### src/rtl/s2pc_pkg.sv
// ----------------------------------------------------------------------------
// Scalar to pseudo color: shared definitions
// Widths, fixed-point constants, register indexes and types used by the
// colormap pipeline and its checker.
// ----------------------------------------------------------------------------
`timescale 1ns / 1ps

package s2pc_pkg;

  localparam int unsigned DATA_W      = 32;
  localparam int unsigned CHAN_W      = 8;
  localparam int unsigned FRAC_BITS   = 16;
  localparam int unsigned JET_ENTRIES = 1024;

  localparam int unsigned NORM_W = FRAC_BITS + 1;
  localparam logic [NORM_W-1:0] ONE_FX = NORM_W'(1) << FRAC_BITS;

  localparam logic [DATA_W-1:0] RANGE_ONE = DATA_W'(32'h0001_0000);

  localparam int unsigned K066 = (66 * (2 ** FRAC_BITS) + 50) / 100;

  localparam int unsigned JET_L   = JET_ENTRIES - 1;
  localparam int unsigned IDX_W   = $clog2(JET_ENTRIES);
  localparam int unsigned MUL_B_W = (IDX_W > FRAC_BITS) ? IDX_W : FRAC_BITS;
  localparam int unsigned SCL_W   = MUL_B_W;

  localparam int unsigned T_W       = IDX_W + CHAN_W;
  localparam int unsigned LOG_L     = $clog2(JET_L);
  localparam int unsigned RECIP_S   = T_W + LOG_L;
  localparam int unsigned RECIP_M_W = T_W + 1;
  localparam logic [RECIP_M_W-1:0] RECIP_M =
    RECIP_M_W'(((64'd1 << RECIP_S) + 64'(JET_L) - 64'd1) / 64'(JET_L));

  localparam logic [CHAN_W-1:0] CHAN_MAX = '1;

  localparam int unsigned PIPE_DEPTH = 2 + FRAC_BITS + 3;

  localparam int unsigned CFG_IDX_W = 2;

  typedef enum logic [CFG_IDX_W-1:0] {
    CFG_MODE  = 2'd0,
    CFG_LOW   = 2'd1,
    CFG_RANGE = 2'd2
  } cfg_reg_e;

  typedef enum logic {
    MODE_JET = 1'b0,
    MODE_HSV = 1'b1
  } cmap_mode_e;

  typedef struct packed {
    logic zero;
    logic one;
  } clamp_t;

endpackage

### src/rtl/s2pc_div.sv
// ----------------------------------------------------------------------------
// Scalar to pseudo color: normalizing divider
// Restoring division pipeline that forms one quotient bit per stage and then
// applies the clamp decided ahead of it.
// ----------------------------------------------------------------------------
`timescale 1ns / 1ps

module s2pc_div import s2pc_pkg::*; (
  input  logic              clk_i,
  input  logic              rst_ni,
  input  logic              in_valid_i,
  output logic              in_ready_o,
  input  logic [DATA_W-1:0] rem_i,
  input  clamp_t            clamp_i,
  input  logic [DATA_W-1:0] span_i,
  output logic              out_valid_o,
  input  logic              out_ready_i,
  output logic [NORM_W-1:0] norm_o
);

  localparam int unsigned STEPS = FRAC_BITS;

  logic                 vld_q   [STEPS];
  logic [DATA_W-1:0]    rem_q   [STEPS];
  logic [FRAC_BITS-1:0] quo_q   [STEPS];
  clamp_t               clamp_q [STEPS];
  logic [STEPS:0]       rdy;

  assign rdy[STEPS] = out_ready_i;

  for (genvar k = 0; k < STEPS; k++) begin : g_step
    logic                 vld_in;
    logic [DATA_W-1:0]    rem_in;
    logic [FRAC_BITS-1:0] quo_in;
    clamp_t               clamp_in;
    logic [DATA_W:0]      shl;
    logic [DATA_W:0]      sub;
    logic                 take;

    if (k == 0) begin : g_first
      assign vld_in   = in_valid_i;
      assign rem_in   = rem_i;
      assign quo_in   = '0;
      assign clamp_in = clamp_i;
    end else begin : g_next
      assign vld_in   = vld_q[k-1];
      assign rem_in   = rem_q[k-1];
      assign quo_in   = quo_q[k-1];
      assign clamp_in = clamp_q[k-1];
    end

    assign rdy[k] = !vld_q[k] || rdy[k+1];
    assign shl    = {rem_in, 1'b0};
    assign sub    = shl - {1'b0, span_i};
    assign take   = shl >= {1'b0, span_i};

    always_ff @(posedge clk_i or negedge rst_ni) begin
      if (!rst_ni) begin
        vld_q[k] <= 1'b0;
      end else if (rdy[k]) begin
        vld_q[k] <= vld_in;
      end
    end

    always_ff @(posedge clk_i) begin
      if (rdy[k] && vld_in) begin
        rem_q[k]   <= take ? sub[DATA_W-1:0] : shl[DATA_W-1:0];
        quo_q[k]   <= {quo_in[FRAC_BITS-2:0], take};
        clamp_q[k] <= clamp_in;
      end
    end
  end

  assign in_ready_o  = rdy[0];
  assign out_valid_o = vld_q[STEPS-1];

  always_comb begin
    if (clamp_q[STEPS-1].zero) begin
      norm_o = '0;
    end else if (clamp_q[STEPS-1].one) begin
      norm_o = ONE_FX;
    end else begin
      norm_o = {1'b0, quo_q[STEPS-1]};
    end
  end

endmodule

### src/rtl/s2pc_cmap.sv
// ----------------------------------------------------------------------------
// Scalar to pseudo color: colormap stages
// Three register stages that turn a normalized value into a jet ramp color
// or a blue to red hue ramp color.
// ----------------------------------------------------------------------------
`timescale 1ns / 1ps

module s2pc_cmap import s2pc_pkg::*; (
  input  logic              clk_i,
  input  logic              rst_ni,
  input  logic              in_valid_i,
  output logic              in_ready_o,
  input  logic [NORM_W-1:0] norm_i,
  input  cmap_mode_e        mode_i,
  output logic              out_valid_o,
  input  logic              out_ready_i,
  output logic [CHAN_W-1:0] red_o,
  output logic [CHAN_W-1:0] green_o,
  output logic [CHAN_W-1:0] blue_o
);

  localparam int unsigned I4_W = IDX_W + 2;
  localparam logic [I4_W-1:0] L1 = I4_W'(JET_L);
  localparam logic [I4_W-1:0] L2 = I4_W'(2 * JET_L);
  localparam logic [I4_W-1:0] L3 = I4_W'(3 * JET_L);
  localparam logic [I4_W-1:0] L4 = I4_W'(4 * JET_L);

  typedef enum logic [1:0] {
    SEG_RISE_G,
    SEG_FALL_B,
    SEG_RISE_R,
    SEG_FALL_G
  } jet_seg_e;

  typedef enum logic [2:0] {
    SEC_R_RISE_G,
    SEC_G_FALL_R,
    SEC_G_RISE_B,
    SEC_B_FALL_G,
    SEC_B_RISE_R,
    SEC_R_FALL_B
  } hue_sec_e;

  function automatic logic [CHAN_W-1:0] chan_scale(input logic [NORM_W-1:0] c);
    logic [NORM_W+CHAN_W-1:0] p;
    p = {c, CHAN_W'(0)} - (NORM_W + CHAN_W)'(c);
    return p[FRAC_BITS +: CHAN_W];
  endfunction

  logic v1_q, v2_q, v3_q;
  logic rdy1, rdy2, rdy3;

  assign rdy3       = !v3_q || out_ready_i;
  assign rdy2       = !v2_q || rdy3;
  assign rdy1       = !v1_q || rdy2;
  assign in_ready_o = rdy1;

  always_ff @(posedge clk_i or negedge rst_ni) begin
    if (!rst_ni) begin
      v1_q <= 1'b0;
      v2_q <= 1'b0;
      v3_q <= 1'b0;
    end else begin
      if (rdy1) begin
        v1_q <= in_valid_i;
      end
      if (rdy2) begin
        v2_q <= v1_q;
      end
      if (rdy3) begin
        v3_q <= v2_q;
      end
    end
  end

  // Stage 1: one shared multiplier scales norm to the ramp index or the hue.
  logic [NORM_W-1:0]         mul_a;
  logic [MUL_B_W-1:0]        mul_b;
  logic [NORM_W+MUL_B_W-1:0] prod1;
  logic [SCL_W-1:0]          scl_q;

  always_comb begin
    if (mode_i == MODE_HSV) begin
      mul_a = ONE_FX - norm_i;
      mul_b = MUL_B_W'(K066);
    end else begin
      mul_a = norm_i;
      mul_b = MUL_B_W'(JET_L);
    end
    prod1 = (NORM_W + MUL_B_W)'(mul_a) * (NORM_W + MUL_B_W)'(mul_b);
  end

  always_ff @(posedge clk_i) begin
    if (rdy1 && in_valid_i) begin
      scl_q <= prod1[FRAC_BITS +: SCL_W];
    end
  end

  // Stage 2: jet segment decode, and the complete hue to RGB conversion.
  logic [IDX_W-1:0]       idx;
  logic [I4_W-1:0]        i4;
  jet_seg_e               seg_d;
  logic [IDX_W-1:0]       k_d;
  logic [FRAC_BITS-1:0]   hue;
  logic [FRAC_BITS+2:0]   h6;
  logic [2:0]             sector;
  logic [NORM_W-1:0]      x;
  logic [NORM_W-1:0]      rc, gc, bc;
  jet_seg_e               seg_q;
  logic [T_W-1:0]         t_q;
  logic [CHAN_W-1:0]      hr_q, hg_q, hb_q;

  always_comb begin
    idx = scl_q[IDX_W-1:0];
    i4  = {idx, 2'b00};
    if (i4 < L1) begin
      seg_d = SEG_RISE_G;
      k_d   = IDX_W'(i4);
    end else if (i4 < L2) begin
      seg_d = SEG_FALL_B;
      k_d   = IDX_W'(L2 - i4);
    end else if (i4 < L3) begin
      seg_d = SEG_RISE_R;
      k_d   = IDX_W'(i4 - L2);
    end else begin
      seg_d = SEG_FALL_G;
      k_d   = IDX_W'(L4 - i4);
    end
  end

  always_comb begin
    hue    = scl_q[FRAC_BITS-1:0];
    h6     = (FRAC_BITS + 3)'({hue, 2'b00}) + (FRAC_BITS + 3)'({hue, 1'b0});
    sector = h6[FRAC_BITS +: 3];
    x      = sector[0] ? (ONE_FX - NORM_W'(h6[FRAC_BITS-1:0]))
                       : NORM_W'(h6[FRAC_BITS-1:0]);
    rc = '0;
    gc = '0;
    bc = '0;
    case (hue_sec_e'(sector))
      SEC_R_RISE_G: begin
        rc = ONE_FX;
        gc = x;
      end
      SEC_G_FALL_R: begin
        rc = x;
        gc = ONE_FX;
      end
      SEC_G_RISE_B: begin
        gc = ONE_FX;
        bc = x;
      end
      SEC_B_FALL_G: begin
        gc = x;
        bc = ONE_FX;
      end
      SEC_B_RISE_R: begin
        rc = x;
        bc = ONE_FX;
      end
      default: begin
        rc = ONE_FX;
        bc = x;
      end
    endcase
  end

  always_ff @(posedge clk_i) begin
    if (rdy2 && v1_q) begin
      seg_q <= seg_d;
      t_q   <= T_W'({k_d, CHAN_W'(0)}) - T_W'(k_d);
      hr_q  <= chan_scale(rc);
      hg_q  <= chan_scale(gc);
      hb_q  <= chan_scale(bc);
    end
  end

  // Stage 3: floor(255 * k / L) by reciprocal multiplication, then assembly.
  logic [T_W+RECIP_M_W-1:0] prod3;
  logic [CHAN_W-1:0]        ch;
  logic [CHAN_W-1:0]        r_d, g_d, b_d;
  logic [CHAN_W-1:0]        r_q, g_q, b_q;

  always_comb begin
    prod3 = (T_W + RECIP_M_W)'(t_q) * (T_W + RECIP_M_W)'(RECIP_M);
    ch    = prod3[RECIP_S +: CHAN_W];
    if (mode_i == MODE_HSV) begin
      r_d = hr_q;
      g_d = hg_q;
      b_d = hb_q;
    end else begin
      case (seg_q)
        SEG_RISE_G: begin
          r_d = '0;
          g_d = ch;
          b_d = CHAN_MAX;
        end
        SEG_FALL_B: begin
          r_d = '0;
          g_d = CHAN_MAX;
          b_d = ch;
        end
        SEG_RISE_R: begin
          r_d = ch;
          g_d = CHAN_MAX;
          b_d = '0;
        end
        default: begin
          r_d = CHAN_MAX;
          g_d = ch;
          b_d = '0;
        end
      endcase
    end
  end

  always_ff @(posedge clk_i) begin
    if (rdy3 && v2_q) begin
      r_q <= r_d;
      g_q <= g_d;
      b_q <= b_d;
    end
  end

  assign out_valid_o = v3_q;
  assign red_o       = r_q;
  assign green_o     = g_q;
  assign blue_o      = b_q;

endmodule

### src/rtl/scalar_to_pseudo_color.sv
// ----------------------------------------------------------------------------
// Scalar to pseudo color
// Maps a signed Q16.16 sample onto an 8-bit RGB color through a jet ramp or
// a blue to red hue ramp, normalized against a programmable span.
// Stages: each sample passes through two front stages, one divider stage
// per fraction bit (16) and three colormap stages before its color is
// valid on the output.
// Throughput is one item per cycle unless the output stalls; every stage has
// its own valid bit, so a stalled output only holds the stages that are full.
// Reset clears all valid bits and loads mode 0, low 0 and range 1.0.
// ----------------------------------------------------------------------------
`timescale 1ns / 1ps

module scalar_to_pseudo_color import s2pc_pkg::*; (
  input  logic                 clk_i,
  input  logic                 rst_ni,
  input  logic                 cfg_we_i,
  input  logic [CFG_IDX_W-1:0] cfg_idx_i,
  input  logic [DATA_W-1:0]    cfg_wdata_i,
  input  logic                 in_valid_i,
  output logic                 in_ready_o,
  input  logic signed [DATA_W-1:0] value_i,
  output logic                 out_valid_o,
  input  logic                 out_ready_i,
  output logic [CHAN_W-1:0]    red_o,
  output logic [CHAN_W-1:0]    green_o,
  output logic [CHAN_W-1:0]    blue_o
);

  cmap_mode_e               mode_q;
  logic signed [DATA_W-1:0] low_q;
  logic [DATA_W-1:0]        range_q;
  logic [DATA_W-1:0]        span;

  always_ff @(posedge clk_i or negedge rst_ni) begin
    if (!rst_ni) begin
      mode_q  <= MODE_JET;
      low_q   <= '0;
      range_q <= RANGE_ONE;
    end else if (cfg_we_i) begin
      case (cfg_reg_e'(cfg_idx_i))
        CFG_MODE:  mode_q  <= cmap_mode_e'(cfg_wdata_i[0]);
        CFG_LOW:   low_q   <= cfg_wdata_i;
        CFG_RANGE: range_q <= cfg_wdata_i;
        default: begin
        end
      endcase
    end
  end

  assign span = (range_q == '0) ? RANGE_ONE : range_q;

  logic              a_vld_q, b_vld_q;
  logic              rdy_a, rdy_b;
  logic              div_in_ready;
  logic [DATA_W:0]   diff_d, diff_q;
  clamp_t            clamp_d, b_clamp_q;
  logic [DATA_W-1:0] b_rem_q;

  assign rdy_b      = !b_vld_q || div_in_ready;
  assign rdy_a      = !a_vld_q || rdy_b;
  assign in_ready_o = rdy_a;

  assign diff_d = {value_i[DATA_W-1], value_i} - {low_q[DATA_W-1], low_q};

  always_comb begin
    clamp_d.zero = diff_q[DATA_W] || (diff_q == '0);
    clamp_d.one  = !clamp_d.zero && (diff_q[DATA_W-1:0] >= span);
  end

  always_ff @(posedge clk_i or negedge rst_ni) begin
    if (!rst_ni) begin
      a_vld_q <= 1'b0;
      b_vld_q <= 1'b0;
    end else begin
      if (rdy_a) begin
        a_vld_q <= in_valid_i;
      end
      if (rdy_b) begin
        b_vld_q <= a_vld_q;
      end
    end
  end

  always_ff @(posedge clk_i) begin
    if (rdy_a && in_valid_i) begin
      diff_q <= diff_d;
    end
    if (rdy_b && a_vld_q) begin
      b_rem_q   <= diff_q[DATA_W-1:0];
      b_clamp_q <= clamp_d;
    end
  end

  logic              div_out_valid;
  logic              cmap_in_ready;
  logic [NORM_W-1:0] norm;

  s2pc_div u_div (
    .clk_i       (clk_i),
    .rst_ni      (rst_ni),
    .in_valid_i  (b_vld_q),
    .in_ready_o  (div_in_ready),
    .rem_i       (b_rem_q),
    .clamp_i     (b_clamp_q),
    .span_i      (span),
    .out_valid_o (div_out_valid),
    .out_ready_i (cmap_in_ready),
    .norm_o      (norm)
  );

  s2pc_cmap u_cmap (
    .clk_i       (clk_i),
    .rst_ni      (rst_ni),
    .in_valid_i  (div_out_valid),
    .in_ready_o  (cmap_in_ready),
    .norm_i      (norm),
    .mode_i      (mode_q),
    .out_valid_o (out_valid_o),
    .out_ready_i (out_ready_i),
    .red_o       (red_o),
    .green_o     (green_o),
    .blue_o      (blue_o)
  );

endmodule

### config.mk
export PLATFORM = sky130hd
export DESIGN_NAME = scalar_to_pseudo_color
export DESIGN_NICKNAME = d
export VERILOG_FILES = /design/src/rtl/s2pc_pkg.sv /design/src/rtl/s2pc_div.sv /design/src/rtl/s2pc_cmap.sv /design/src/rtl/scalar_to_pseudo_color.sv
export SDC_FILE = /design/constraint.sdc
export NUM_CORES = 2
export LEC_CHECK = 0
export BUFFER_PORTS_ARGS = -buffer_cell sky130_fd_sc_hd__buf_2
export CORE_MARGIN = 2
export CORE_UTILIZATION = 65
export CTS_CLUSTER_DIAMETER = 100
export DETAILED_ROUTE_END_ITERATION = 7
export PLACE_DENSITY = 0.9
export SYNTH_ARGS = -nofsm -noshare
export SYNTH_HDL_FRONTEND = slang
export SYNTH_SLANG_ARGS = --single-unit
export TNS_END_PERCENT = 20
### constraint.sdc
create_clock -name clk_i -period 11 [get_ports clk_i]
set_input_delay 0.55 -clock clk_i [delete_from_list [all_inputs] [get_ports clk_i]]
set_output_delay 0.55 -clock clk_i [all_outputs]
set_load 0.02 [all_outputs]
## Word level (Yosys, flattened, before mapping)

Memories as Yosys holds them, arrays and structs flattened.
Cells that the tools add are included.
W data, S select, Z words.

| cells by class | value |
|---|---|
| $add $sub $neg | 27 |
| multiply operators | 2 |
| $lt $le $gt $ge | 20 |
| eq/ne operators | 8 |
| multiplexer cells | 68 |
| reductions and logical operators | 83 |

Operator list:

| cell | number |
|---|---|
| $mux W32 | 17 |
| $ge A33 B32 Y1 | 16 |
| $sub A32 B32 Y32 | 16 |
| $pmux W17 S2 | 3 |
| $sub A24 B17 Y24 | 3 |
| $mux W17 | 4 |
| $mul A18 B19 Y36 const B | 1 |
| $mux W1 | 34 |
| $logic_not A33 Y1 | 1 |
| $sub A32 B32 Y33 | 1 |
| $ge A32 B32 Y1 | 1 |
| $logic_not A32 Y1 | 1 |
| $mul A17 B16 Y32 | 1 |
| $mux W8 | 4 |
| $pmux W8 S2 | 2 |
| $mux W10 | 3 |
| $logic_and A1 B1 Y1 | 22 |
| $logic_not A1 Y1 | 22 |
| $logic_or A1 B1 Y1 | 22 |
| $sub A10 B10 Y10 const A | 2 |
| $add A18 B17 Y19 | 1 |
| $reduce_or A2 Y1 | 9 |
| $sub A18 B10 Y18 | 1 |
| $sub A17 B16 Y17 const A | 1 |
| 14 further kinds | 20 |

| storage, ports and cells | value |
|---|---|
| register bits after elaboration | 237 |
| bits in writable memories | 800 |
| input bits | 71 |
| output and inout bits | 26 |
| word-level logic and storage cells | 249 |
| memories | 3 |

Memory list:

| name | depth | bits a word | rd ports | clocked after Yosys merged registers in | write ports | RTL line | text |
|---|---|---|---|---|---|---|---|
| u_div.rem_q | 16 | 32 | 15 | 0 | 16 | s2pc_div.sv:24 | `logic [DATA_W-1:0] rem_q [STEPS];` |
| u_div.quo_q | 16 | 16 | 16 | 0 | 16 | s2pc_div.sv:25 | `logic [FRAC_BITS-1:0] quo_q [STEPS];` |
| u_div.clamp_q | 16 | 2 | 16 | 0 | 16 | s2pc_div.sv:26 | `clamp_t clamp_q [STEPS];` |

## Logic depth before layout (Yosys ltp)

| depth | value |
|---|---|
| word-level depth | 23 |
| mapped depth | 35 |
| gate-level depth less buffers | 33 |

## By module

Synthesis repeated with hierarchy kept, for this count alone.

| unflattened totals | value |
|---|---|
| cells, all modules | 7,410 |
| area total of the unflattened synthesis | 72,779.8 sq um |

By module, submodules not included:

| module | times used | cells each | area each (sq um) | sequential area each (sq um) |
|---|---|---|---|---|
| s2pc_div | 1 | 5,228 | 50,714.9 | 19,859.0 |
| s2pc_cmap | 1 | 1,550 | 14,669.1 | 2,567.5 |
| scalar_to_pseudo_color | 1 | 632 | 7,395.8 | 3,689.8 |

## Worst setup path after synthesis

Ideal clock, no wire load.

| path | value |
|---|---|
| kind | reg2reg |
| start | mem u_div.clamp_q[1][15] in the netlist's numbering |
| end | reg u_cmap.scl_q[15] (netlist: u_cmap.hue[15]), data pin |
| library setup time | 260 ps |
| arrival | 7,878 ps |
| data required time | 10,740 ps |
| path slack | 2,862 ps |
| cell stages (with the launch flop) | 32 |
| path buffers | 2 |
| clock period less this slack | 8,138 ps |
| cell sequence | edfxtp_1 > nor2_1 > clkbuf_1 > buf_1 > nand2_1 > ha_1 > o21ai_1 > o21bai_1 > nor3_1 > o21ai_0 > o21ai_0 > a22oi_1 > inv_1 > fa_1 > inv_1 > fa_1 > inv_1 > fa_1 > fa_1 > fa_1 > fa_1 > ha_1 > a21o_1 > a21oi_1 > nor3b_1 > a21oi_1 > a31o_2 > a31oi_1 > o21ai_0 > o21a_1 > nor2_1 > xnor2_1 |

RTL lines:

| element | RTL line | text |
|---|---|---|
| start, declared | s2pc_div.sv:26 |  |
| end signal, assigned | s2pc_cmap.sv:95 | `scl_q <= prod1[FRAC_BITS +: SCL_W];` |
| end, declared | s2pc_cmap.sv:80 | `logic [SCL_W-1:0] scl_q;` |

==> key figures <==
Detailed routing
  – Via density: 6.575
  – First-pass detailed-route iteration total: 6
  – Via count: 55518
  – # DRC: 0
  – Wire length per cell: 22.43 um
  – Initial drt markers: 5293
  – Final WL: 189400 um
  – Antenna Nets Post-Route: 0

Synthesis
  – Number of flops mapped to enable cells by yosys: 798
  – Synth cell types: 108
  – Synth Register Bits: 884
  – Simple-gate portion of the synthesized area: 0.1194
  – Area contributors post-synth: edfxtp_1 34%, ha_1 14%, xnor2_1 4.5%
  – Mux cell area share after synthesis: 0.04833
  – Synthesized instance count: 6835
  – Fraction of synthesized cell area taken by the top area cell type: 0.3416
  – Adder-Cell Fraction of Synth Area: 0.1899
  – Syn_area_per_cell: 10.26 um2
  – XOR/XNOR share of the synthesized area: 0.06865
  – Post-Syn Area: 70160 um2
  – Largest area contributor in the netlist: edfxtp_1
  – Synth async-reset ratio: 0.09729
  – Largest family of logic cells by synthesized area: adder cells
  – Warnings from Yosys: 0
  – Compound-Gate Fraction of Synth Area: 0.1707
  – Post-synthesis sequential area ratio: 0.3723
  – Syn nets: 7874
  – Synth Flop Type: edfxtp_1

Die
  – Die X: 332.5 um
  – # IOs: 97
  – Placeable Area: 107100 um2
  – Initial core utilization: 0.6553
  – Die Y: 332.5 um
  – Num rows: 120
  – DIE AREA: 110600 um2

STA
  – Clock period minus worst slack: 8.971 ns
  – Final setup margin: 2.029 ns
  – Final hold slack: 0.09062 ns
  – Worst Clk Skew: 0.03612 ns
  – Fin crit share: 0.8156
  – Unrepaired setup endpoints after global routing: no
  – Final hold violation count: 0
  – Worst Tran Pin Value: 1.207 ns
  – Final Setup Violations: 0
  – Setup TNS: 0 ns
  – Slew Limit Fails: 0
  – Max Fclk: 0.1115 GHz
  – Relative slew slack: 0.1936

Critical path
  – Crit path top cell by count: fa_1
  – Worst r2r src: u_div.quo_q[1][114]
  – Beginning of the critical path: u_div.quo_q[1][114]
  – CP required: 11.45 ns
  – WS Path Type: register to register
  – Worst Path Max Fanout: 7
  – Largest stage delay, worst path: 0.57 ns
  – Crit-path slowest cell: nor2_1
  – Critical path endpoint category: register
  – Startpoint Class: register
  – Critical Path AT: 9.42 ns

CTS
  – CTS tree: built
  – Clock-pin slew on the worst setup and hold paths: 0.06 ns
  – CTS Buf Count: 94
  – Clk sink count: 884
  – Max Root-Sink Buffers: 3
  – Post-CTS setup buffer count: 0
  – Root Driver: clkbuf_16
  – CTS H-tree lvls: 3
  – Clk_lat worst skew: 0.72 ns

Placement
  – Post-place setup slack: 2.130 ns
  – I/O Buffers: 96
  – Final Wtd Congestion: 0.9669
  – Dpl hpwl: 137200 um

Flow run
  – Max-Cap Viols: 0

Run status
  – Status: finished, final reports clean

GRT
  – First-pass GRT wire length: 292800 um
  – GRT Overall Usage: 0.3344
  – Vias in the first global route: 54757
  – Largest net degree at the start of global routing: 64
  – Initial antenna violation count: 2
  – Global route overflow: 0

Hold path
  – Worst hold start: cfg_wdata_i[6]
  – Worst Hold Class: input port to register

Finish
  – Share of cells above drive strength 1: 0.1054
  – Final nets: 7998
  – Area Growth Syn to Fin: 7.919%
[repair_timing]
| item | in CTS | in global routing |
|---|---|---|
| hold buffers | 1 | 0 |
| hold endpoints to repair | 23 | 0 |
| resized for setup | 0 | 0 |
[registers in the layout (all words and copies together), names as in the netlist, 15 cells and up]
name / count
range_q: 32
diff_q: 33
b_rem_q: 32
u_cmap.hue: 16
u_div.g_step.vld_in: 15
u_div.rem_q: 480
u_div.clamp_q: 32
low_q: 32
u_cmap.t_q: 17
u_div.quo_q: 136
[cells by family after synthesis]
| group | count (synthesis) |
|---|---|
| AND/OR/NAND/NOR | 1712 |
| flip-flops | 884 |
| AO/OA/AOI/OAI | 1873 |
| buffers and inverters | 547 |
| multiplexers | 299 |
| adder cells (fa/ha/maj) | 971 |
| XOR/XNOR | 549 |
[cell type report]
type                       count  area, um2
multi-input combinational   5404      42070
tap                         1403       1755
clock buffer                 118       2545
inverter                     409       1535
clock inverter                59      676.9
timing repair buffer         166       1011
antenna                        1      2.502
fill                        7374      31340
sequential                   884      26120
[placed cells by master, fill, tap and decap left out, types with 39 or more instances in the layout]
master	instances
clkbuf_16	96
and2_1	64
a211oi_1	52
edfxtp_1	798
buf_4	70
o21ai_0	345
dfrtp_1	84
nor2b_1	95
or2_2	43
o21a_1	96
nand2b_1	97
ha_1	811
a21oi_1	621
buf_2	95
and3_1	76
nand2_1	386
mux2_2	282
nor3_1	91
xnor2_1	363
inv_1	408
nor2_1	514
xor2_1	185
nor4_1	39
nand3_1	99
o21bai_1	65
a21o_1	283
nand4_1	82
fa_1	157
a31oi_1	71
[Yosys cell counts, types with 31 or more instances]
cell type,instances
xor2_1,185
edfxtp_1,798
and2_1,72
nor2_1,515
nand2_1,386
nor2b_1,100
o21bai_1,65
o21a_1,96
and3_1,76
nor4_1,39
a21o_1,283
clkbuf_1,80
nand2b_1,97
a211oi_1,52
a21oi_1,624
o21ai_0,345
nand4_1,82
mux2_2,282
ha_1,811
xnor2_1,363
nor3_1,91
fa_1,157
dfrtp_1,85
nand3_1,100
or2_2,43
inv_1,408
o31ai_1,32
buf_2,40
a31oi_1,72
or3_1,31
[critical path, delay by kind of cell (launching register included)]
family | cells | cell delay (ns)
adder cells (fa/ha/maj) | 7 | 3.25
AO/OA/AOI/OAI | 11 | 2.56
AND/OR/NAND/NOR | 6 | 1.95
flip-flops | 1 | 0.45
buffers and inverters | 5 | 0.37
XOR/XNOR | 2 | 0.16
[routing by layer]
metal / vias to the layer above / global-route usage / routed length (um)
li1: 25557 / - / -
met1: 26500 / 0.4015 / 71100
met2: 2671 / 0.5664 / 90570
met3: 788 / 0.05253 / 14710
met4: 2 / 0.2039 / 13050
met5: - / 0 / 10
[through the flow]
step | cells | instance area (um2) | util
2_1_floorplan | 6835 | 70160 | -
3_3_place_gp | 8265 | 72480 | 0.6770
3_5_place_dp | 8265 | 72480 | 0.6770
4_1_cts | 8443 | 75710 | 0.7072
5_1_grt | 8443 | 75710 | 0.7072
6_report | 8444 | 75710 | 0.7072
[path summary, 6_finish.rpt]
path | endpoint | slack (ns) | cells past startpoint
worst max-delay path | u_cmap.hue[15] | 2.03 | 31
worst min-delay path | low_q[6] | 0.09 | 2
worst max register to register | u_cmap.hue[15] | 2.03 | 31
worst min register to register | u_div.quo_q[1][118] | 0.41 | 0
max in group asynchronous | range_q[26] | 9.50 | 3
min in group asynchronous | u_div.g_step[2].vld_in | 0.34 | 2
Power is not shown: default switching activity piles up to over one toggle a cycle in this logic, so the estimate is an artifact.
